`src/design/tiled_pixel_address_gen_macros.svh`:
```
// assertion macros shared by the tiled pixel address generator
`ifndef TILED_PIXEL_ADDRESS_GEN_MACROS_SVH
`define TILED_PIXEL_ADDRESS_GEN_MACROS_SVH

// checked on every rising edge outside reset
`define TPAG_ASSERT(lbl, clk, rst, prop, msg) \
  lbl: assert property (@(posedge clk) disable iff (rst) (prop)) else $error(msg);

// checked on every rising edge, reset included
`define TPAG_ASSERT_ALWAYS(lbl, clk, prop, msg) \
  lbl: assert property (@(posedge clk) (prop)) else $error(msg);

`endif

```
`src/design/tpag_pkg.sv`:
```
// shared types and constants of the tiled pixel address generator
`timescale 1ns / 1ps

package tpag_pkg;

  localparam int COORD_W    = 14;
  localparam int TILE_BITS  = 7;
  localparam int INDEX_W    = 2 * TILE_BITS;
  localparam int TILE_A_W   = COORD_W + TILE_BITS;
  localparam int DIM_W      = 15;
  localparam int BPP_W      = 5;
  localparam int ADDR_W     = 32;
  localparam int CFG_IDX_W  = 3;
  localparam int QUEUE_DEPTH = 2;
  localparam int QPTR_W     = $clog2(QUEUE_DEPTH);
  localparam int QCNT_W     = $clog2(QUEUE_DEPTH + 1);

  typedef enum logic [CFG_IDX_W-1:0] {
    REG_SURFACE_WIDTH  = 3'd0,
    REG_SURFACE_HEIGHT = 3'd1,
    REG_TILED_BYTES    = 3'd2,
    REG_LINEAR_BYTES   = 3'd3,
    REG_TO_LINEAR      = 3'd4,
    REG_TILED_BASE     = 3'd5,
    REG_LINEAR_BASE    = 3'd6
  } reg_index_t;

  typedef struct packed {
    logic [DIM_W-1:0]  surface_width;
    logic [DIM_W-1:0]  surface_height;
    logic [BPP_W-1:0]  tiled_bytes;
    logic [BPP_W-1:0]  linear_bytes;
    logic              to_linear;
    logic [ADDR_W-1:0] tiled_base;
    logic [ADDR_W-1:0] linear_base;
  } cfg_t;

  // classified request as it travels from front to back
  typedef struct packed {
    logic [COORD_W-1:0]  x;
    logic [COORD_W-1:0]  y;
    logic [TILE_A_W-1:0] tile_a;
    logic                last;
  } item_t;

endpackage

```
`src/design/tiled_pixel_address_gen.sv`:
```
// top level of the tiled pixel address generator
`timescale 1ns / 1ps

// Tiled pixel address generator. Each request carries one pixel coordinate
// (pixel_x, pixel_y) and yields one result: the source and destination byte
// addresses for copying that pixel between a surface tiled in 128x128 blocks
// and the same surface in row-major layout, plus last_pixel, set for the
// bottom-right pixel. The direction follows to_linear (1: tiled to linear).
// Throughput is one request per clock; in_stall only rises when the output
// is held by out_stall long enough to fill the pipeline and the two-entry
// queue. From the edge that accepts a request, it passes the front
// register, then the queue slot, two multiply stages and the output
// register before its result is offered. The multiply stages form the
// multiplier chain (row pitch product, then bytes-per-pixel scaling) in
// the back end. All sums wrap modulo 2^32. Configuration registers are
// written through the cfg port, which is always ready; writes must only
// happen while no request is in flight. Unknown register indices are
// ignored.
module tiled_pixel_address_gen import tpag_pkg::*; (
  input  logic                 clk,
  input  logic                 rst,
  // configuration write channel
  input  logic                 cfg_valid,
  output logic                 cfg_ready,
  input  logic [CFG_IDX_W-1:0] cfg_index,
  input  logic [ADDR_W-1:0]    cfg_data,
  // request channel
  input  logic                 in_valid,
  output logic                 in_stall,
  input  logic [COORD_W-1:0]   pixel_x,
  input  logic [COORD_W-1:0]   pixel_y,
  // result channel
  output logic                 out_valid,
  input  logic                 out_stall,
  output logic [ADDR_W-1:0]    src_address,
  output logic [ADDR_W-1:0]    dst_address,
  output logic                 last_pixel
);

  cfg_t  cfg;

  // front to queue
  logic  front_valid;
  item_t front_item;
  logic  queue_full;

  // queue to back
  logic  queue_valid;
  item_t queue_item;
  logic  back_ready;

  // register file: always takes a write
  assign cfg_ready = 1'b1;

  always_ff @(posedge clk) begin
    if (rst) begin
      cfg.surface_width  <= DIM_W'(1);
      cfg.surface_height <= DIM_W'(1);
      cfg.tiled_bytes    <= BPP_W'(4);
      cfg.linear_bytes   <= BPP_W'(4);
      cfg.to_linear      <= 1'b1;
      cfg.tiled_base     <= '0;
      cfg.linear_base    <= '0;
    end else if (cfg_valid && cfg_ready) begin
      unique case (cfg_index)
        REG_SURFACE_WIDTH:  cfg.surface_width  <= cfg_data[DIM_W-1:0];
        REG_SURFACE_HEIGHT: cfg.surface_height <= cfg_data[DIM_W-1:0];
        REG_TILED_BYTES:    cfg.tiled_bytes    <= cfg_data[BPP_W-1:0];
        REG_LINEAR_BYTES:   cfg.linear_bytes   <= cfg_data[BPP_W-1:0];
        REG_TO_LINEAR:      cfg.to_linear      <= cfg_data[0];
        REG_TILED_BASE:     cfg.tiled_base     <= cfg_data;
        REG_LINEAR_BASE:    cfg.linear_base    <= cfg_data;
        default: begin
          // index beyond the register list: write dropped
        end
      endcase
    end
  end

  // front end: tile index and last-pixel check, one request per clock unless held by a full queue
  tpag_front u_front (
    .clk        (clk),
    .rst        (rst),
    .cfg        (cfg),
    .in_valid   (in_valid),
    .in_stall   (in_stall),
    .pixel_x    (pixel_x),
    .pixel_y    (pixel_y),
    .item_valid (front_valid),
    .item       (front_item),
    .item_full  (queue_full)
  );

  // decoupling queue, lets either side stall on its own
  tpag_queue u_queue (
    .clk        (clk),
    .rst        (rst),
    .push_valid (front_valid),
    .push_item  (front_item),
    .full       (queue_full),
    .pop_valid  (queue_valid),
    .pop_item   (queue_item),
    .pop_ready  (back_ready)
  );

  // back end: address arithmetic and the output register
  tpag_back u_back (
    .clk         (clk),
    .rst         (rst),
    .cfg         (cfg),
    .item_valid  (queue_valid),
    .item        (queue_item),
    .item_ready  (back_ready),
    .out_valid   (out_valid),
    .out_stall   (out_stall),
    .src_address (src_address),
    .dst_address (dst_address),
    .last_pixel  (last_pixel)
  );

endmodule

```
`src/design/tpag_front.sv`:
```
// front end: takes requests, forms the tile-local index and the last-pixel flag
`timescale 1ns / 1ps

module tpag_front import tpag_pkg::*; (
  input  logic               clk,
  input  logic               rst,
  input  cfg_t               cfg,
  input  logic               in_valid,
  output logic               in_stall,
  input  logic [COORD_W-1:0] pixel_x,
  input  logic [COORD_W-1:0] pixel_y,
  output logic               item_valid,
  output item_t              item,
  input  logic               item_full
);

  logic  advance;
  item_t item_next;
  logic [INDEX_W-1:0] index_next;

  assign advance  = !item_valid || !item_full;
  assign in_stall = !advance;

  // bit order from lsb: x0 x1 y0 x2 y1 y2 x3 y3 y4 y5 y6 x4 x5 x6
  assign index_next = {pixel_x[6:4], pixel_y[6:3], pixel_x[3], pixel_y[2:1],
                       pixel_x[2], pixel_y[0], pixel_x[1:0]};

  always_comb begin
    item_next.x      = pixel_x;
    item_next.y      = pixel_y;
    item_next.tile_a = {pixel_x[COORD_W-1:TILE_BITS], index_next};
    // x == width-1 written as x+1 == width, so a zero width never matches
    item_next.last   = ((DIM_W'(pixel_x) + DIM_W'(1)) == cfg.surface_width) &&
                       ((DIM_W'(pixel_y) + DIM_W'(1)) == cfg.surface_height);
  end

  always_ff @(posedge clk) begin
    if (rst) begin
      item_valid <= 1'b0;
    end else if (advance) begin
      item_valid <= in_valid;
    end
  end

  always_ff @(posedge clk) begin
    if (advance && in_valid) begin
      item <= item_next;
    end
  end

endmodule

```
`src/design/tpag_queue.sv`:
```
// short queue decoupling the front end from the address pipeline
`timescale 1ns / 1ps

module tpag_queue import tpag_pkg::*; (
  input  logic  clk,
  input  logic  rst,
  input  logic  push_valid,
  input  item_t push_item,
  output logic  full,
  output logic  pop_valid,
  output item_t pop_item,
  input  logic  pop_ready
);

`include "tiled_pixel_address_gen_macros.svh"

  item_t             entries [QUEUE_DEPTH];
  logic [QPTR_W-1:0] wr_ptr;
  logic [QPTR_W-1:0] rd_ptr;
  logic [QCNT_W-1:0] count;
  logic              push;
  logic              pop;

  assign full      = (count == QCNT_W'(QUEUE_DEPTH));
  assign pop_valid = (count != '0);
  assign pop_item  = entries[rd_ptr];
  assign push      = push_valid && !full;
  assign pop       = pop_valid && pop_ready;

  always_ff @(posedge clk) begin
    if (rst) begin
      wr_ptr <= '0;
      rd_ptr <= '0;
      count  <= '0;
    end else begin
      if (push) begin
        wr_ptr <= (wr_ptr == QPTR_W'(QUEUE_DEPTH - 1)) ? '0 : wr_ptr + QPTR_W'(1);
      end
      if (pop) begin
        rd_ptr <= (rd_ptr == QPTR_W'(QUEUE_DEPTH - 1)) ? '0 : rd_ptr + QPTR_W'(1);
      end
      if (push && !pop) begin
        count <= count + QCNT_W'(1);
      end else if (pop && !push) begin
        count <= count - QCNT_W'(1);
      end
    end
  end

  always_ff @(posedge clk) begin
    if (push) begin
      entries[wr_ptr] <= push_item;
    end
  end

  `TPAG_ASSERT_ALWAYS(a_count_bound, clk, rst || (count <= QCNT_W'(QUEUE_DEPTH)), "queue overfilled")
  `TPAG_ASSERT(a_count_up, clk, rst, push && !pop |=> count == $past(count) + QCNT_W'(1), "queue count lost a push")
  `TPAG_ASSERT(a_count_down, clk, rst, pop && !push |=> count == $past(count) - QCNT_W'(1), "queue count lost a pop")

endmodule

```
`src/design/tpag_back.sv`:
```
// back end: three-stage multiply and add pipeline with the output register
`timescale 1ns / 1ps

module tpag_back import tpag_pkg::*; (
  input  logic              clk,
  input  logic              rst,
  input  cfg_t              cfg,
  input  logic              item_valid,
  input  item_t             item,
  output logic              item_ready,
  output logic              out_valid,
  input  logic              out_stall,
  output logic [ADDR_W-1:0] src_address,
  output logic [ADDR_W-1:0] dst_address,
  output logic              last_pixel
);

`include "tiled_pixel_address_gen_macros.svh"

  localparam int PLIN_W = COORD_W + DIM_W;
  localparam int PCY_W  = COORD_W - TILE_BITS + DIM_W;
  localparam int TA_W   = TILE_A_W + BPP_W;
  localparam int TB_W   = PCY_W + BPP_W;

  logic s3_free;
  logic s2_free;
  logic s1_free;

  // stage 1: products by the row pitch and the scaled tile term
  logic                s1_valid;
  logic [COORD_W-1:0]  s1_x;
  logic                s1_last;
  logic [PLIN_W-1:0]   s1_p_lin;
  logic [PCY_W-1:0]    s1_p_cy;
  logic [TA_W-1:0]     s1_t_a;

  // stage 2: scale by bytes per pixel
  logic                s2_valid;
  logic                s2_last;
  logic [ADDR_W-1:0]   s2_lin;
  logic [TB_W-1:0]     s2_t_b;
  logic [TA_W-1:0]     s2_t_a;

  logic [ADDR_W-1:0]   tiled_addr;
  logic [ADDR_W-1:0]   linear_addr;

  assign s3_free    = !out_valid || !out_stall;
  assign s2_free    = !s2_valid || s3_free;
  assign s1_free    = !s1_valid || s2_free;
  assign item_ready = s1_free;

  always_ff @(posedge clk) begin
    if (rst) begin
      s1_valid  <= 1'b0;
      s2_valid  <= 1'b0;
      out_valid <= 1'b0;
    end else begin
      if (s1_free) begin
        s1_valid <= item_valid;
      end
      if (s2_free) begin
        s2_valid <= s1_valid;
      end
      if (s3_free) begin
        out_valid <= s2_valid;
      end
    end
  end

  always_ff @(posedge clk) begin
    if (s1_free && item_valid) begin
      s1_x     <= item.x;
      s1_last  <= item.last;
      s1_p_lin <= PLIN_W'(item.y) * PLIN_W'(cfg.surface_width);
      s1_p_cy  <= PCY_W'(item.y[COORD_W-1:TILE_BITS]) * PCY_W'(cfg.surface_width);
      s1_t_a   <= TA_W'(item.tile_a) * TA_W'(cfg.tiled_bytes);
    end
  end

  always_ff @(posedge clk) begin
    if (s2_free && s1_valid) begin
      s2_last <= s1_last;
      s2_t_a  <= s1_t_a;
      s2_lin  <= ADDR_W'((ADDR_W'(s1_x) + ADDR_W'(s1_p_lin)) * ADDR_W'(cfg.linear_bytes));
      s2_t_b  <= TB_W'(s1_p_cy) * TB_W'(cfg.tiled_bytes);
    end
  end

  // coarse y term carries the factor 128 as a shift
  assign tiled_addr  = cfg.tiled_base + ADDR_W'(s2_t_a) + ADDR_W'({s2_t_b, 7'b0});
  assign linear_addr = cfg.linear_base + s2_lin;

  always_ff @(posedge clk) begin
    if (s3_free && s2_valid) begin
      src_address <= cfg.to_linear ? tiled_addr : linear_addr;
      dst_address <= cfg.to_linear ? linear_addr : tiled_addr;
      last_pixel  <= s2_last;
    end
  end

  `TPAG_ASSERT(a_s1_hold, clk, rst, s1_valid && !s2_free |=> s1_valid && $stable(s1_t_a), "stage 1 dropped a blocked request")
  `TPAG_ASSERT(a_s2_hold, clk, rst, s2_valid && !s3_free |=> s2_valid && $stable(s2_lin), "stage 2 dropped a blocked request")

endmodule

```
`config.mk`:
```
export PLATFORM = sky130hd
export DESIGN_NAME = tiled_pixel_address_gen
export DESIGN_NICKNAME = d
export VERILOG_FILES = /design/src/design/tpag_pkg.sv /design/src/design/tiled_pixel_address_gen.sv /design/src/design/tpag_front.sv /design/src/design/tpag_queue.sv /design/src/design/tpag_back.sv
export VERILOG_INCLUDE_DIRS = /design/src /design/src/design
export SDC_FILE = /design/constraint.sdc
export NUM_CORES = 2
export LEC_CHECK = 0
export ABC_AREA = 1
export BUFFER_PORTS_ARGS = -buffer_cell sky130_fd_sc_hd__buf_4
export CAP_MARGIN = 20
export CELL_PAD_IN_SITES_DETAIL_PLACEMENT = 0
export CELL_PAD_IN_SITES_GLOBAL_PLACEMENT = 2
export CORE_UTILIZATION = 28
export CTS_CLUSTER_DIAMETER = 100
export CTS_CLUSTER_SIZE = 10
export DETAILED_ROUTE_END_ITERATION = 10
export PLACE_DENSITY = 0.63
export SKIP_LAST_GASP = 1
export SLEW_MARGIN = 20
export SYNTH_ARGS = -nofsm -noshare
export SYNTH_HDL_FRONTEND = slang
export SYNTH_SLANG_ARGS = --single-unit
```
`constraint.sdc`:
```
create_clock -name clk -period 7 [get_ports clk]
set_clock_uncertainty 0.2 [all_clocks]
set_input_delay 0.35 -clock clk [delete_from_list [all_inputs] [get_ports clk]]
set_output_delay 0.35 -clock clk [all_outputs]
set_load 0.01 [all_outputs]
```
==> summary.md <==
| Metric | Value |
|---|---|
| DR WL/cell | a little over 20 µm |
| Synth async-reset ratio | 0 |
| Met3 wire len | 4.93 mm |
| Average size of a mapped cell | approximately 8.7 µm² |
| Met2 wire length | approximately 65 mm |
| I/O Buffers | approximately 130 |
| Ports | around 140 |
| Flop-to-flop setup slack | 460 ps |
| Most frequently used flop master after synthesis | edfxtp_1 |
| WHS Endpoint | cfg[64]$_SDFFE_PP1P_ |
| Area occupied by multi-input gates | approximately 0.024 mm² |
| Final HPWL DP | about 110 mm |
| DR DRC count | 0 |
| Skew-Pair Late Insertion Delay | ~660 ps |
| Synth Cell Area | 0.0396 mm² |
| CTS tree | done |
| Final setup violation count | 0 |
| Max clock buf depth | 3 |
| Most instantiated cells after synthesis | nand2_1 (824), inv_1 (739), nor2_1 (603) |
| Synth Net Count | around 5.3k |
| Count leader, synth | nand2_1 |
| Clk root buf | clkbuf_16 |
| Post-synth EDFFs | 328 |
| Fin cells | 6713 |
| Worst slew margin | 0.329 |
| Placed insts | between 6k and 7k |
| Worst r2r dst | u_back.s1_p_lin[25]$_DFFE_PP_ |
| Min Tclk post-route | 6540 ps |
| TNS Setup | 0 ps |
| Synth Area in XOR/XNOR | 0.0493 |
| Yosys top cell by area | edfxtp_1 |
| Hold WS | 131 ps |
| Setup crit start kind | flop |
| Combinational family with the most area after synthesis | adder cells |
| Hold Path Class | input port to flop |
| Die Y | 378 µm |
| Vias | approximately 30k |
| Initial Util | 0.283 |
| Total wire length | 138 mm |
| Hold Path Depth | 5 |
| Crit Path Category | flop to flop |
| FF/Latch Area | approximately 0.012 mm² |
| Complex-gate fraction of the synthesized area | 0.0874 |
| Largest net degree at the start of global routing | between 70 and 80 |
| Slew @ Worst Pin | between 1000 and 1500 ps |
| Critical Path Most Common Cell | fa_1 |
| Pwr/cell area | approximately 400 mW/mm² |
| WL met1 | around 65 mm |
| TritonCTS buffer count | 52 |
| Final worst path period share | 0.934 |
| Hold_sp | cfg_index[2] |
| Total power | approximately 18000 µW |
| DR iter-0 viols | around 1.9k |
| Fillcell total | ~15k |
| #FFs+latches synth | roughly 440 |
| Cell count after synthesis | 4562 |
| Worst EP required | just over 7000 ps |
| Die width | between 300 and 400 µm |
| Yosys warns | 0 |
| Clk sinks | around 440 |
| GRT overflow | 0 |
| Peak supply drop | 0.191 mV |
| Row count | ~140 |
| DR pass1 iterations | 5 |
| Number of global-route vias before repair | between 30k and 40k |
| Static leakage | ~0.022 µW |
| Total GRT Usage | 0.195 |
| Htree depth | 2 |
| Nets | ~5.6k |
| Area grow syn2layout | 14.8% |
| RSZ-0062 raised after global routing | false |
| Antenna viol nets, final | 0 |
| Critical Path Max Stage Delay | 520 ps |
| Die area | 0.143 mm² |
| Antenna violations before repair | 12 |
| Hold Vio Cnt, Final | 0 |
| DR top layer | met5 |
| Slew Viols, Final | 0 |
| Crit path capture type | flop |
| Worst Path Arrival | roughly 6700 ps |
| Synth area leaders | edfxtp_1 (25%), fa_1 (20%), ha_1 (9.6%), nand2_1 (7.8%), inv_1 (7.0%) |
| Multiplexer share of the synthesized area | 0.000253 |
| Clk pin slew, worst setup/hold paths | roughly 60 ps |
| Netlist cell types | 63 |
| Core area | roughly 0.14 mm² |
| Top-area cell type share of the netlist area | 0.249 |
| Status | finished, final reports clean |
| Register area share after synthesis | 0.306 |
| Fmax | 0.153 GHz |
| Register-to-Register Path Depth | 27 |
| First-pass GRT wire length | ~210 mm |
| CP max-delay cell | fa_1 |
| Share of cells above drive strength 1 | 0.0804 |
| Post-DR vias/cell | approximately 4.6 |
| Simple-Gate Fraction of Synth Area | 0.178 |
| Fraction of the mapped netlist area in adder cells | 0.297 |
| Crit path max fanout | 14 |
| Max Cap Violations | 0 |
| Placer Congestion | around 0.9 |
what timing repair did:
action,4_1_cts,5_1_grt
hold endpoints to repair,115,0
setup endpoints to repair,0,9
setup buffers,0,1
hold buffers,65,0
resized for setup,0,9
flip-flops by register name (all words and copies together) (netlist names), 2 cells and up, named ones only:
signal              count
cfg                   105
u_queue.entries        58
u_back.dst_address     32
u_back.s2_lin          32
u_back.src_address     32
u_back.s1_p_lin        29
u_front.item           29
u_back.s1_t_a          26
u_back.s2_t_a          26
u_back.s2_t_b          25
u_back.s1_p_cy         22
u_back.s1_x            14
u_queue.count           2
layout by cell type, fill, tap and decap left out, drive strengths merged, types with 2 or more instances in the layout:
cell type / n
nand2: 827
inv: 741
nor2: 606
fa: 398
edfxtp: 328
ha: 303
o21ai: 255
a21oi: 233
buf: 218
nand3: 156
xor2: 141
dfxtp: 114
clkbuf: 92
xnor2: 80
dlygate4sd3: 65
or2: 55
nand4: 35
a21o: 30
nor3: 25
a31oi: 23
o21bai: 21
clkinv: 15
o211ai: 14
nor4: 9
nand3b: 8
o21a: 8
a21boi: 7
o31ai: 5
a211oi: 3
clkinvlp: 2
a221oi: 2
o2111ai: 2
o211a: 2
and3: 2
critical path: cells and delay by family, from the launching register on:
family | cells | cell delay [ps]
AND/OR/NAND/NOR | 8 | 830
XOR/XNOR | 1 | 130
AO/OA/AOI/OAI | 4 | 690
flip-flops | 1 | 340
buffers and inverters | 7 | 740
adder cells (fa/ha/maj) | 7 | 3330
routing by layer:
| metal | up-vias | GRT usage |
|---|---|---|
| met5 | - | 0 |
| met2 | 569 | 0.329 |
| li1 | 15000 | - |
| met4 | 2 | 0.0562 |
| met1 | 15000 | 0.262 |
| met3 | 130 | 0.0209 |
metrics by stage:
stage,utilization,cell area (µm²),worst slack (ps)
final,0.325,45500,460
after global routing,0.325,45500,20.1
after CTS,0.325,45400,172
after detailed placement,0.309,43200,226
after global placement,0.309,43200,292
after floorplan,-,39600,422
kinds of logic after synthesis:
logic type | Yosys count
buf+inv | 859
flops | 442
mux | 1
other cells | 1
compound gates | 612
xor+xnor | 221
fa+ha+maj | 701
simple gates | 1725
worst max-delay path by stage:
| stage | cells past startpoint | endpoint | slack [ps] |
|---|---|---|---|
| final | 27 | u_back.s1_p_lin[25]$_DFFE_PP_ | 460 |
| after floorplan | 11 | u_queue.count[1]$_SDFFE_PP0P_ | 420 |
| after global routing | 27 | u_back.s1_p_lin[25]$_DFFE_PP_ | 20 |
| after global placement | 24 | u_back.s1_p_lin[24]$_DFFE_PP_ | 290 |
| after detailed placement | 22 | u_back.s1_p_lin[24]$_DFFE_PP_ | 230 |
| after CTS | 24 | u_back.s1_p_lin[24]$_DFFE_PP_ | 170 |
power breakdown:
group,internal (µW),switching [µW],total (µW)
combinational,3720,7310,11000
sequential,4020,471,4490
clock,1440,1120,2560
final cells by class:
cell class / count / share of cell area
Tap cell: 1876 / 0.0516
Clock inverter: 7 / 0.00154
Inverter: 750 / 0.0621
Clock buffer: 91 / 0.0327
Timing Repair inverter: 1 / 0.000165
Timing Repair Buffer: 284 / 0.0506
Multi-Input combinational cell: 3261 / 0.534
Sequential cell: 442 / 0.267
Antenna cell: 1 / 0.0000550
Note: power is estimated with default switching activity, not from simulation.
